File: src/gld_pkg.sv
// Shared types and constants for the GIF LZW decoder.
package gld_pkg;

  localparam int unsigned BufBits   = 24;
  localparam int unsigned CountBits = 5;
  localparam int unsigned WidthBits = 4;
  localparam int unsigned MinBits   = 4;

  localparam logic [MinBits-1:0] MinCodeReset = 4'd8;
  localparam logic [MinBits-1:0] MinCodeLow   = 4'd2;
  localparam logic [MinBits-1:0] MinCodeHigh  = 4'd8;
  localparam logic [CountBits-1:0] PushLimit  = 5'd16;

  localparam logic REG_MIN_CODE_SIZE = 1'b0;

  typedef enum logic [1:0] {
    MODE_START = 2'd0,
    MODE_PUSH  = 2'd1,
    MODE_PULL  = 2'd2,
    MODE_NONE  = 2'd3
  } mode_e;

  typedef enum logic [2:0] {
    ST_PIXEL   = 3'd0,
    ST_TAKEN   = 3'd1,
    ST_REFUSED = 3'd2,
    ST_NEED    = 3'd3,
    ST_END     = 3'd4,
    ST_ILLEGAL = 3'd5
  } status_e;

  typedef enum logic [1:0] {
    PH_RUN = 2'd0,
    PH_END = 2'd1,
    PH_ERR = 2'd2
  } phase_e;

  typedef enum logic [2:0] {
    S_IDLE,
    S_DECODE,
    S_WALK_RD,
    S_WALK,
    S_ROOT,
    S_POP,
    S_EMIT
  } state_e;

  typedef struct packed {
    logic clear;
    logic push;
    logic pop;
  } bb_ctrl_t;

endpackage

File: src/gld_bitbuf.sv
// Bit buffer that collects compressed bytes and hands out variable-width codes.
module gld_bitbuf
  import gld_pkg::*;
#(
  parameter int unsigned CodeBits = 12
) (
  input  logic                 clk_i,
  input  logic                 rst_ni,
  input  bb_ctrl_t             ctrl_i,
  input  logic [7:0]           byte_i,
  input  logic [WidthBits-1:0] width_i,
  output logic [CodeBits-1:0]  code_o,
  output logic [CountBits-1:0] count_o
);

  logic [BufBits-1:0]   buf_q, buf_d;
  logic [CountBits-1:0] cnt_q, cnt_d;
  logic [BufBits-1:0]   mask;

  assign mask    = (BufBits'(1) << width_i) - BufBits'(1);
  assign code_o  = CodeBits'(buf_q & mask);
  assign count_o = cnt_q;

  always_comb begin
    buf_d = buf_q;
    cnt_d = cnt_q;
    if (ctrl_i.clear) begin
      buf_d = '0;
      cnt_d = '0;
    end else if (ctrl_i.push) begin
      buf_d = buf_q | (BufBits'(byte_i) << cnt_q);
      cnt_d = cnt_q + CountBits'(8);
    end else if (ctrl_i.pop) begin
      buf_d = buf_q >> width_i;
      cnt_d = cnt_q - CountBits'(width_i);
    end
  end

  always_ff @(posedge clk_i or negedge rst_ni) begin
    if (!rst_ni) begin
      buf_q <= '0;
      cnt_q <= '0;
    end else begin
      buf_q <= buf_d;
      cnt_q <= cnt_d;
    end
  end

endmodule

File: config.mk
export PLATFORM = sky130hd
export DESIGN_NAME = gld_bitbuf
export DESIGN_NICKNAME = d
export VERILOG_FILES = /design/src/gld_pkg.sv /design/src/gld_bitbuf.sv
export SDC_FILE = /design/constraint.sdc
export NUM_CORES = 1
export LEC_CHECK = 0
export ABC_AREA = 1
export BUFFER_PORTS_ARGS = -buffer_cell sky130_fd_sc_hd__buf_2
export CAP_MARGIN = 20
export CORE_MARGIN = 10
export CORE_UTILIZATION = 50
export DETAILED_ROUTE_END_ITERATION = 8
export PLACE_DENSITY = 0.72
export SYNTH_ARGS = -nofsm -noshare
export SYNTH_HDL_FRONTEND = slang
export SYNTH_SLANG_ARGS = --single-unit
File: constraint.sdc
create_clock -name clk_i -period 1.9 [get_ports clk_i]
set_clock_uncertainty 0.1 [all_clocks]
set_input_delay 0.38 -clock clk_i [delete_from_list [all_inputs] [get_ports clk_i]]
set_output_delay 0.38 -clock clk_i [all_outputs]
set_load 0.01 [all_outputs]
==> tab_implementation.tex, run 1 <==
\begin{tabular}{lr}
\hline
Metric & Value \\
\hline
\multicolumn{2}{l}{\textbf{Outcome}} \\
Status & complete, but fails checks \\
Violated checks & negative setup slack \\
\multicolumn{2}{l}{\textbf{Synth}} \\
Simple-gate share of the synthesized area & 0.549 \\
Post-Syn Instances & 610 \\
Complex-gate fraction of the synthesized area & 0.100 \\
Post-synthesis area per instance & 5.60 sq um \\
Dominant combinational cell family by area after synthesis & simple AND/OR/NAND/NOR gates \\
Post-synthesis net count & 633 \\
Post-synth EDFFs & 0 \\
Post-Synth Adder-Cell Area & 0.0242 \\
Share of the synthesized netlist area taken by xor and xnor gates & 0.00257 \\
Share of cell area taken by muxes after synthesis & 0 \\
Post-synth top area share & 0.276 \\
Top cells by area, synth & sky130\_fd\_sc\_hd\_\_nand2\_1 28\%, sky130\_fd\_sc\_hd\_\_dfrtp\_1 21\%, sky130\_fd\_sc\_hd\_\_nand3\_1 16\%, sky130\_fd\_sc\_hd\_\_nor2\_1 5.3\%, sky130\_fd\_sc\_hd\_\_a21oi\_1 4.4\% \\
Cell with the most instances after synthesis & sky130\_fd\_sc\_hd\_\_nand2\_1 \\
Largest area contributor in the synthesized netlist & sky130\_fd\_sc\_hd\_\_nand2\_1 \\
Synthesis Warnings & 0 \\
Commonest cells post-synth & 251 x sky130\_fd\_sc\_hd\_\_nand2\_1, 110 x sky130\_fd\_sc\_hd\_\_nand3\_1, 48 x sky130\_fd\_sc\_hd\_\_nor2\_1 \\
Fraction of the yosys area taken by sequential cells & 0.213 \\
Synthesized cell area & 0.00341 sq mm \\
Async set or reset register ratio after synthesis & 1.00 \\
Distinct cells, synth & 30 \\
Count of state elements after synthesis & 29 \\
Prevailing post-synth register cell & sky130\_fd\_sc\_hd\_\_dfrtp\_1 \\
\multicolumn{2}{l}{\textbf{STA}} \\
Setup repair after global routing missed its margin & true \\
Count of final max-slew check failures & 0 \\
Maximum operating frequency & 518 MHz \\
Setup Viol. Count Final & 3 \\
Tcrit/Tclk final & 1.02 \\
Final setup margin & -0.0321 ns \\
Final critical delay including setup and external delays & 1.93 ns \\
Pin slew with the least headroom to its limit & 0.704 ns \\
Rel. slew slack & 0.531 \\
Hold violation count in the final report & 0 \\
\multicolumn{2}{l}{\textbf{Finish}} \\
Count of non-filler cells in the finished layout & 743 \\
Layout overhead on the synthesized area & 18.2\% \\
Antenna cell count & 0 \\
Nets & 685 \\
Share of cells above drive strength 1 & 0.179 \\
\multicolumn{2}{l}{\textbf{Die}} \\
Io pins & 34 \\
Overall die area & 0.0105 sq mm \\
Standard-cell row count & 30 \\
Core ar. & 0.00672 sq mm \\
Horizontal die dimension & 103 um \\
Starting density of the core & 0.508 \\
Die boundary height & 103 um \\
\multicolumn{2}{l}{\textbf{Global route}} \\
First-pass GRT wire length & 19.3 mm \\
Global route total overflow & 0 \\
Global-route usage over all layers & 0.231 \\
Antenna violations before repair & 0 \\
Number of global-route vias before repair & 3893 \\
Maximum number of pins on one net before global-route repair & 30 \\
\multicolumn{2}{l}{\textbf{Power and ir drop}} \\
Switching share of power & 0.431 \\
Combinational cell fraction of total power & 0.440 \\
Internal power & 1.40 mW \\
Part of the power in registers & 0.313 \\
Highest ir drop seen on vdd & 0.327 mV \\
Power Dens Cells & 608 mW/mm\^{}2 \\
Leakage Power & 2.20 nW \\
P\_sw & 1.06 mW \\
Total power draw & 2.46 mW \\
Share of power burned in the clock network & 0.247 \\
\multicolumn{2}{l}{\textbf{CTS}} \\
Total clock buffers created by CTS & 5 \\
Clock-pin transition on the worst setup and hold timing paths & 0.07 ns \\
Maximum buffer depth of the clock tree & 2 \\
Clock insertion delay at the later pin of the skew report & 0.29 ns \\
CTS hold repair buffers & 0 \\
H-tree depth reported by CTS & 2 \\
Clock sinks & 29 \\
Buffer type at the clock tree root & sky130\_fd\_sc\_hd\_\_clkbuf\_8 \\
TritonCTS clock tree & yes \\
\multicolumn{2}{l}{\textbf{Critical path}} \\
Maximum single-stage delay on the critical path & 0.16 ns \\
Category of the critical setup timing path & primary input to primary output \\
Max FO, Critical Path & 5 \\
Worst setup SP type & primary input \\
Cells traversed along the worst timing path & buf\_8 -> inv\_8 -> nand2\_8 -> nor2\_4 -> inv\_2 -> ha\_4 -> inv\_4 -> nor2\_4 -> a31oi\_2 -> a211oi\_2 -> buf\_2 \\
Buffers plus inverters on the worst setup path & 5 \\
Kind of end point of the critical path & primary output \\
Most frequent CP cell & sky130\_fd\_sc\_hd\_\_nor2\_4 \\
Worst Path Arrival & 1.45 ns \\
Critical Path Slowest Stage Cell & sky130\_fd\_sc\_hd\_\_a211oi\_2 \\
Data required time of the critical path & 1.42 ns \\
CP top delay family & buffers and inverters \\
\multicolumn{2}{l}{\textbf{Run}} \\
Max-cap viol count & 0 \\
\multicolumn{2}{l}{\textbf{Place}} \\
Port Buffers & 33 \\
DP HPWL & 9.14 mm \\
Cell count after placement & 731 \\
Gpl congestion & 1.02 \\
\multicolumn{2}{l}{\textbf{Routing}} \\
Avg Vias per Cell & 5.66 \\
Antenna-violating nets left & 0 \\
Routed length per instance & 16.0 um \\
DR iter-0 viols & 426 \\
DR pass1 iterations & 5 \\
Final Routed Wirelength & 11.9 mm \\
Post-route DRC violation count & 0 \\
Total vias in the final route & 4208 \\
\multicolumn{2}{l}{\textbf{Min path}} \\
Hold crit path type & primary input to async pin \\
\hline
\end{tabular}
## routing by layer
metal | global-route usage | vias up | wire length, um | part of all wire
li1 | - | 2090 | - | -
met5 | 0 | - | 0 | 0
met4 | 0.0889 | 0 | 307 | 0.026
met2 | 0.376 | 205 | 5420 | 0.46
met1 | 0.301 | 1884 | 5230 | 0.44
met3 | 0.0295 | 29 | 912 | 0.077
## flip-flops by register name (all words and copies together), names as in the netlist
signal and count:
buf_q 24, count_o 5
## power groups by stage
stage | clock network [mW] | registers, mW | logic, mW
after CTS | 0.607 | 0.767 | 1.06
after floorplan | 0 | 0.760 | 0.732
final | 0.606 | 0.769 | 1.08
after global routing | 0.644 | 0.776 | 1.20
after detailed placement | 0 | 0.778 | 1.04
after global placement | 0 | 0.776 | 1.03
## cell families after synthesis
family,count (synthesis)
AND/OR/NAND/NOR,437
buffers and inverters,75
AO/OA/AOI/OAI,62
flip-flops,29
adder cells (fa/ha/maj),6
XOR/XNOR,1
## through the flow
stage / TNS [ns] / hold slack [ns] / cell area, sq um / utilization / worst slack, ns
4_1_cts: -0.220 / 0.0547 / 4010 / 0.596 / -0.103
6_report: -0.0679 / 0.0299 / 4040 / 0.601 / -0.0321
5_1_grt: -0.454 / 0.0912 / 4040 / 0.601 / -0.108
2_1_floorplan: 0 / -0.0156 / 3490 / - / 0.00383
3_5_place_dp: -0.598 / 0.361 / 3830 / 0.570 / -0.157
3_3_place_gp: -0.339 / 0.365 / 3830 / 0.570 / -0.0776
## final cells by class
cell class / instances / area, sq um
Multi-Input combinational cell: 506 / 2380
Fill cell: 683 / 2680
Sequential cell: 29 / 726
Inverter: 46 / 200
Tap cell: 80 / 100
Clock buffer: 7 / 96.3
Clock inverter: 1 / 5.00
Timing Repair Buffer: 74 / 526
## placed cells by master, fill, tap and decap left out, types with 3 or more instances in the layout
| cell type | n |
|---|---|
| sky130_fd_sc_hd__buf_2 | 29 |
| sky130_fd_sc_hd__o21ai_1 | 6 |
| sky130_fd_sc_hd__clkbuf_8 | 7 |
| sky130_fd_sc_hd__a211oi_1 | 3 |
| sky130_fd_sc_hd__o21ai_0 | 12 |
| sky130_fd_sc_hd__o211ai_1 | 5 |
| sky130_fd_sc_hd__buf_4 | 39 |
| sky130_fd_sc_hd__dfrtp_1 | 29 |
| sky130_fd_sc_hd__inv_2 | 8 |
| sky130_fd_sc_hd__nor3_1 | 4 |
| sky130_fd_sc_hd__nor2_2 | 7 |
| sky130_fd_sc_hd__inv_4 | 4 |
| sky130_fd_sc_hd__nand3_1 | 109 |
| sky130_fd_sc_hd__inv_1 | 31 |
| sky130_fd_sc_hd__ha_1 | 4 |
| sky130_fd_sc_hd__nand2_1 | 250 |
| sky130_fd_sc_hd__nor2_4 | 6 |
| sky130_fd_sc_hd__nand4_1 | 10 |
| sky130_fd_sc_hd__buf_8 | 3 |
| sky130_fd_sc_hd__nor2_1 | 45 |
| sky130_fd_sc_hd__a21oi_1 | 30 |
## final timing paths
kind / startpoint / to / slack (ns) / cells after the start
max in group asynchronous: rst_ni / count_o[2] / 1.21 / 1
worst min-delay path: rst_ni / buf_q[0] / 0.03 / 1
worst max register to register: count_o[0] / buf_q[0] / 0.17 / 8
worst max-delay path: width_i[3] / code_o[6] / -0.03 / 11
min in group clk_i: ctrl_i[2] / count_o[4] / 0.30 / 4
worst min register to register: buf_q[19] / buf_q[19] / 0.41 / 2
## what timing repair did
item                                    CTS  global route
resized for setup                        17             5
endpoints found under the setup margin    5             5
pin swaps                                 9             7
setup buffers                             2             2
No activity file was read; power rests on OpenSTA's default activity.
==> inputs of run 2 (changes only) <==
Settings changed: ABC_AREA 1 to default.
==> run 2 against run 1 <==
The run still ends with negative setup slack left. First-iteration DRC count increased by 2.6%. Maximum frequency decreased by 17%. Critical path depth is 3 lower. Sequential power up 0.5%. Synthesized cell count shrank 33%. Combinational power increased by 31%. Global-route usage increased by 3.5 points. Total power is 17% higher. Clock power up 13%. Cell count fell by 17%. Largest power group unchanged.
==> tab_implementation.tex, run 2 <==
\begin{tabular}{lr}
\hline
Metric & Value \\
\hline
\multicolumn{2}{l}{\textbf{Global route}} \\
Antenna violations before repair & 0 \\
Maximum number of pins on one net before global-route repair & 30 \\
First-pass GRT wire length & 21.7 mm \\
Global-route usage over all layers & 0.265 \\
Number of global-route vias before repair & 4049 \\
Global route total overflow & 0 \\
\multicolumn{2}{l}{\textbf{Finish}} \\
Largest register FFs & 24 \\
Leading cell types in the layout, fill and taps excluded & 103 x sky130\_fd\_sc\_hd\_\_buf\_4, 42 x sky130\_fd\_sc\_hd\_\_nand2\_1, 30 x sky130\_fd\_sc\_hd\_\_nor2\_1 \\
Leading cell type in the layout, fill and taps excluded & sky130\_fd\_sc\_hd\_\_buf\_4 \\
Fillers & 411 \\
Nets & 563 \\
Antenna cell count & 0 \\
Most flop-heavy register & buf\_q \\
Layout overhead on the synthesized area & 52.6\% \\
Share of cells above drive strength 1 & 0.494 \\
\multicolumn{2}{l}{\textbf{Routing}} \\
Avg Vias per Cell & 6.84 \\
DR pass1 iterations & 8 \\
Final Routed Wirelength & 14.6 mm \\
Routed length per instance & 23.6 um \\
DR iter-0 viols & 437 \\
Antenna-violating nets left & 0 \\
Post-route DRC violation count & 0 \\
Total vias in the final route & 4229 \\
\multicolumn{2}{l}{\textbf{Power and ir drop}} \\
Highest ir drop seen on vdd & 0.545 mV \\
Leakage Power & 2.19 nW \\
Power Dens Cells & 556 mW/mm\^{}2 \\
Total power draw & 2.88 mW \\
\multicolumn{2}{l}{\textbf{CTS}} \\
Clock insertion delay at the later pin of the skew report & 0.29 ns \\
Total clock buffers created by CTS & 5 \\
Buffer type at the clock tree root & sky130\_fd\_sc\_hd\_\_clkbuf\_8 \\
Clock-pin transition on the worst setup and hold timing paths & 0.06 ns \\
H-tree depth reported by CTS & 2 \\
TritonCTS clock tree & yes \\
Maximum buffer depth of the clock tree & 2 \\
Clock sinks & 29 \\
\multicolumn{2}{l}{\textbf{Place}} \\
Post-Place Setup Slack & -0.542 ns \\
Gpl congestion & 0.994 \\
Port Buffers & 33 \\
DP HPWL & 10.6 mm \\
\multicolumn{2}{l}{\textbf{Critical path}} \\
CP top delay family & simple AND/OR/NAND/NOR gates \\
Category of the critical setup timing path & primary input to primary output \\
Critical Path Slowest Stage Cell & sky130\_fd\_sc\_hd\_\_or4\_4 \\
Maximum single-stage delay on the critical path & 0.55 ns \\
Worst Path Arrival & 1.84 ns \\
Cells traversed along the worst timing path & buf\_6 -> or4\_4 -> ha\_4 -> buf\_6 -> a31oi\_1 -> o22ai\_1 -> and2\_4 -> buf\_6 \\
Worst setup SP type & primary input \\
Data required time of the critical path & 1.42 ns \\
Max FO, Critical Path & 7 \\
Buffers plus inverters on the worst setup path & 3 \\
Kind of end point of the critical path & primary output \\
Most frequent CP cell & sky130\_fd\_sc\_hd\_\_buf\_6 \\
\multicolumn{2}{l}{\textbf{Die}} \\
Overall die area & 0.0105 sq mm \\
Io pins & 34 \\
Starting density of the core & 0.525 \\
Horizontal die dimension & 102 um \\
Core ar. & 0.00646 sq mm \\
Die boundary height & 102 um \\
Standard-cell row count & 29 \\
\multicolumn{2}{l}{\textbf{STA}} \\
Final setup margin & -0.417 ns \\
Count of final max-slew check failures & 0 \\
Setup repair after global routing missed its margin & true \\
Rel. slew slack & 0.466 \\
Final critical delay including setup and external delays & 2.32 ns \\
Hold violation count in the final report & 0 \\
Maximum operating frequency & 432 MHz \\
Worst hold margin & 0.0258 ns \\
Pin slew with the least headroom to its limit & 0.799 ns \\
Tcrit/Tclk final & 1.22 \\
Sum Neg Setup Slack & -2.78 ns \\
Setup Viol. Count Final & 18 \\
\multicolumn{2}{l}{\textbf{Synth}} \\
Cell with the most instances after synthesis & sky130\_fd\_sc\_hd\_\_nand2\_1 \\
Post-Syn Instances & 407 \\
Prevailing post-synth register cell & sky130\_fd\_sc\_hd\_\_dfrtp\_1 \\
Top cells by area, synth & sky130\_fd\_sc\_hd\_\_dfrtp\_1 21\%, sky130\_fd\_sc\_hd\_\_mux2i\_1 8.3\%, sky130\_fd\_sc\_hd\_\_mux4\_1 4.6\%, sky130\_fd\_sc\_hd\_\_mux4\_2 4.6\%, sky130\_fd\_sc\_hd\_\_nand2\_1 4.6\% \\
Post-synth top area share & 0.214 \\
Post-synthesis area per instance & 8.33 sq um \\
Distinct cells, synth & 67 \\
Synthesis Warnings & 0 \\
Synthesized cell area & 0.00339 sq mm \\
Post-synth EDFFs & 0 \\
Commonest cells post-synth & 42 x sky130\_fd\_sc\_hd\_\_nand2\_1, 34 x sky130\_fd\_sc\_hd\_\_nor2\_1, 29 x sky130\_fd\_sc\_hd\_\_dfrtp\_1 \\
Async set or reset register ratio after synthesis & 1.00 \\
Post-synthesis net count & 430 \\
Largest area contributor in the synthesized netlist & sky130\_fd\_sc\_hd\_\_dfrtp\_1 \\
Fraction of the yosys area taken by sequential cells & 0.214 \\
Count of state elements after synthesis & 29 \\
\multicolumn{2}{l}{\textbf{Min path}} \\
Hold crit path type & primary input to async pin \\
\multicolumn{2}{l}{\textbf{Outcome}} \\
Violated checks & negative setup slack \\
Status & complete, but fails checks \\
\multicolumn{2}{l}{\textbf{Run}} \\
Max-cap viol count & 0 \\
\hline
\end{tabular}
-- run 2: layer usage --
metal	up-vias	part of all wire	GRT usage
li1	1817	-	-
met1	2003	0.38	0.326
met2	332	0.46	0.440
met3	77	0.11	0.0655
met4	0	0.051	0.0998
met5	-	0	0
-- run 2: kinds of logic after synthesis --
group	synth area share
DFF	0.214
adders and majority gates	0.0244
buffers and inverters	0.0720
xor gates and xnor gates	0.00517
and+or+nand+nor	0.196
AOI/OAI and AO/OA	0.259
muxes	0.230
-- run 2: layout make-up --
cell class,count,area (sq um),share of cell area
multi-input cells,334,2840,0.548
repair buffers,162,1360,0.264
flip-flops and latches,29,728,0.141
well taps,77,96.3,0.0186
clock buffers,7,86.3,0.0167
inverters,8,33.8,0.00653
clock inverters,1,30.0,0.00580
-- run 2: through the flow --
step	instance area, sq um	cells	util
floorplan	3450	407	-
global placement	4360	594	0.676
detailed placement	4360	594	0.676
CTS	4810	612	0.745
global route	5170	618	0.801
finish	5170	618	0.801
-- run 2: path summary, 6_finish.rpt --
path                             from          to  slack (ns)  cells after the start
max reg2reg                count_o[0]   buf_q[16]       -0.08                      7
max                        width_i[0]  code_o[10]       -0.42                      8
min in group clk_i          ctrl_i[2]    buf_q[0]        0.35                      3
max in group asynchronous      rst_ni  count_o[2]        1.19                      1
min                            rst_ni   buf_q[19]        0.03                      1
min reg2reg                 buf_q[22]   buf_q[22]        0.51                      2
-- run 2: power breakdown --
group | switching (mW) | leakage [nW] | internal, mW
combinational | 0.717 | 1.74 | 0.704
sequential | 0.0995 | 0.389 | 0.674
clock | 0.257 | 0.0585 | 0.427
total | 1.07 | 2.19 | 1.81
-- run 2: timing repair --
item,4_1_cts,5_1_grt
endpoints found under the hold margin,0,0
setup buffers,9,6
pin swaps,18,22
hold buffers,0,0
cloned,1,1
resized for setup,57,62
endpoints found under the setup margin,26,33
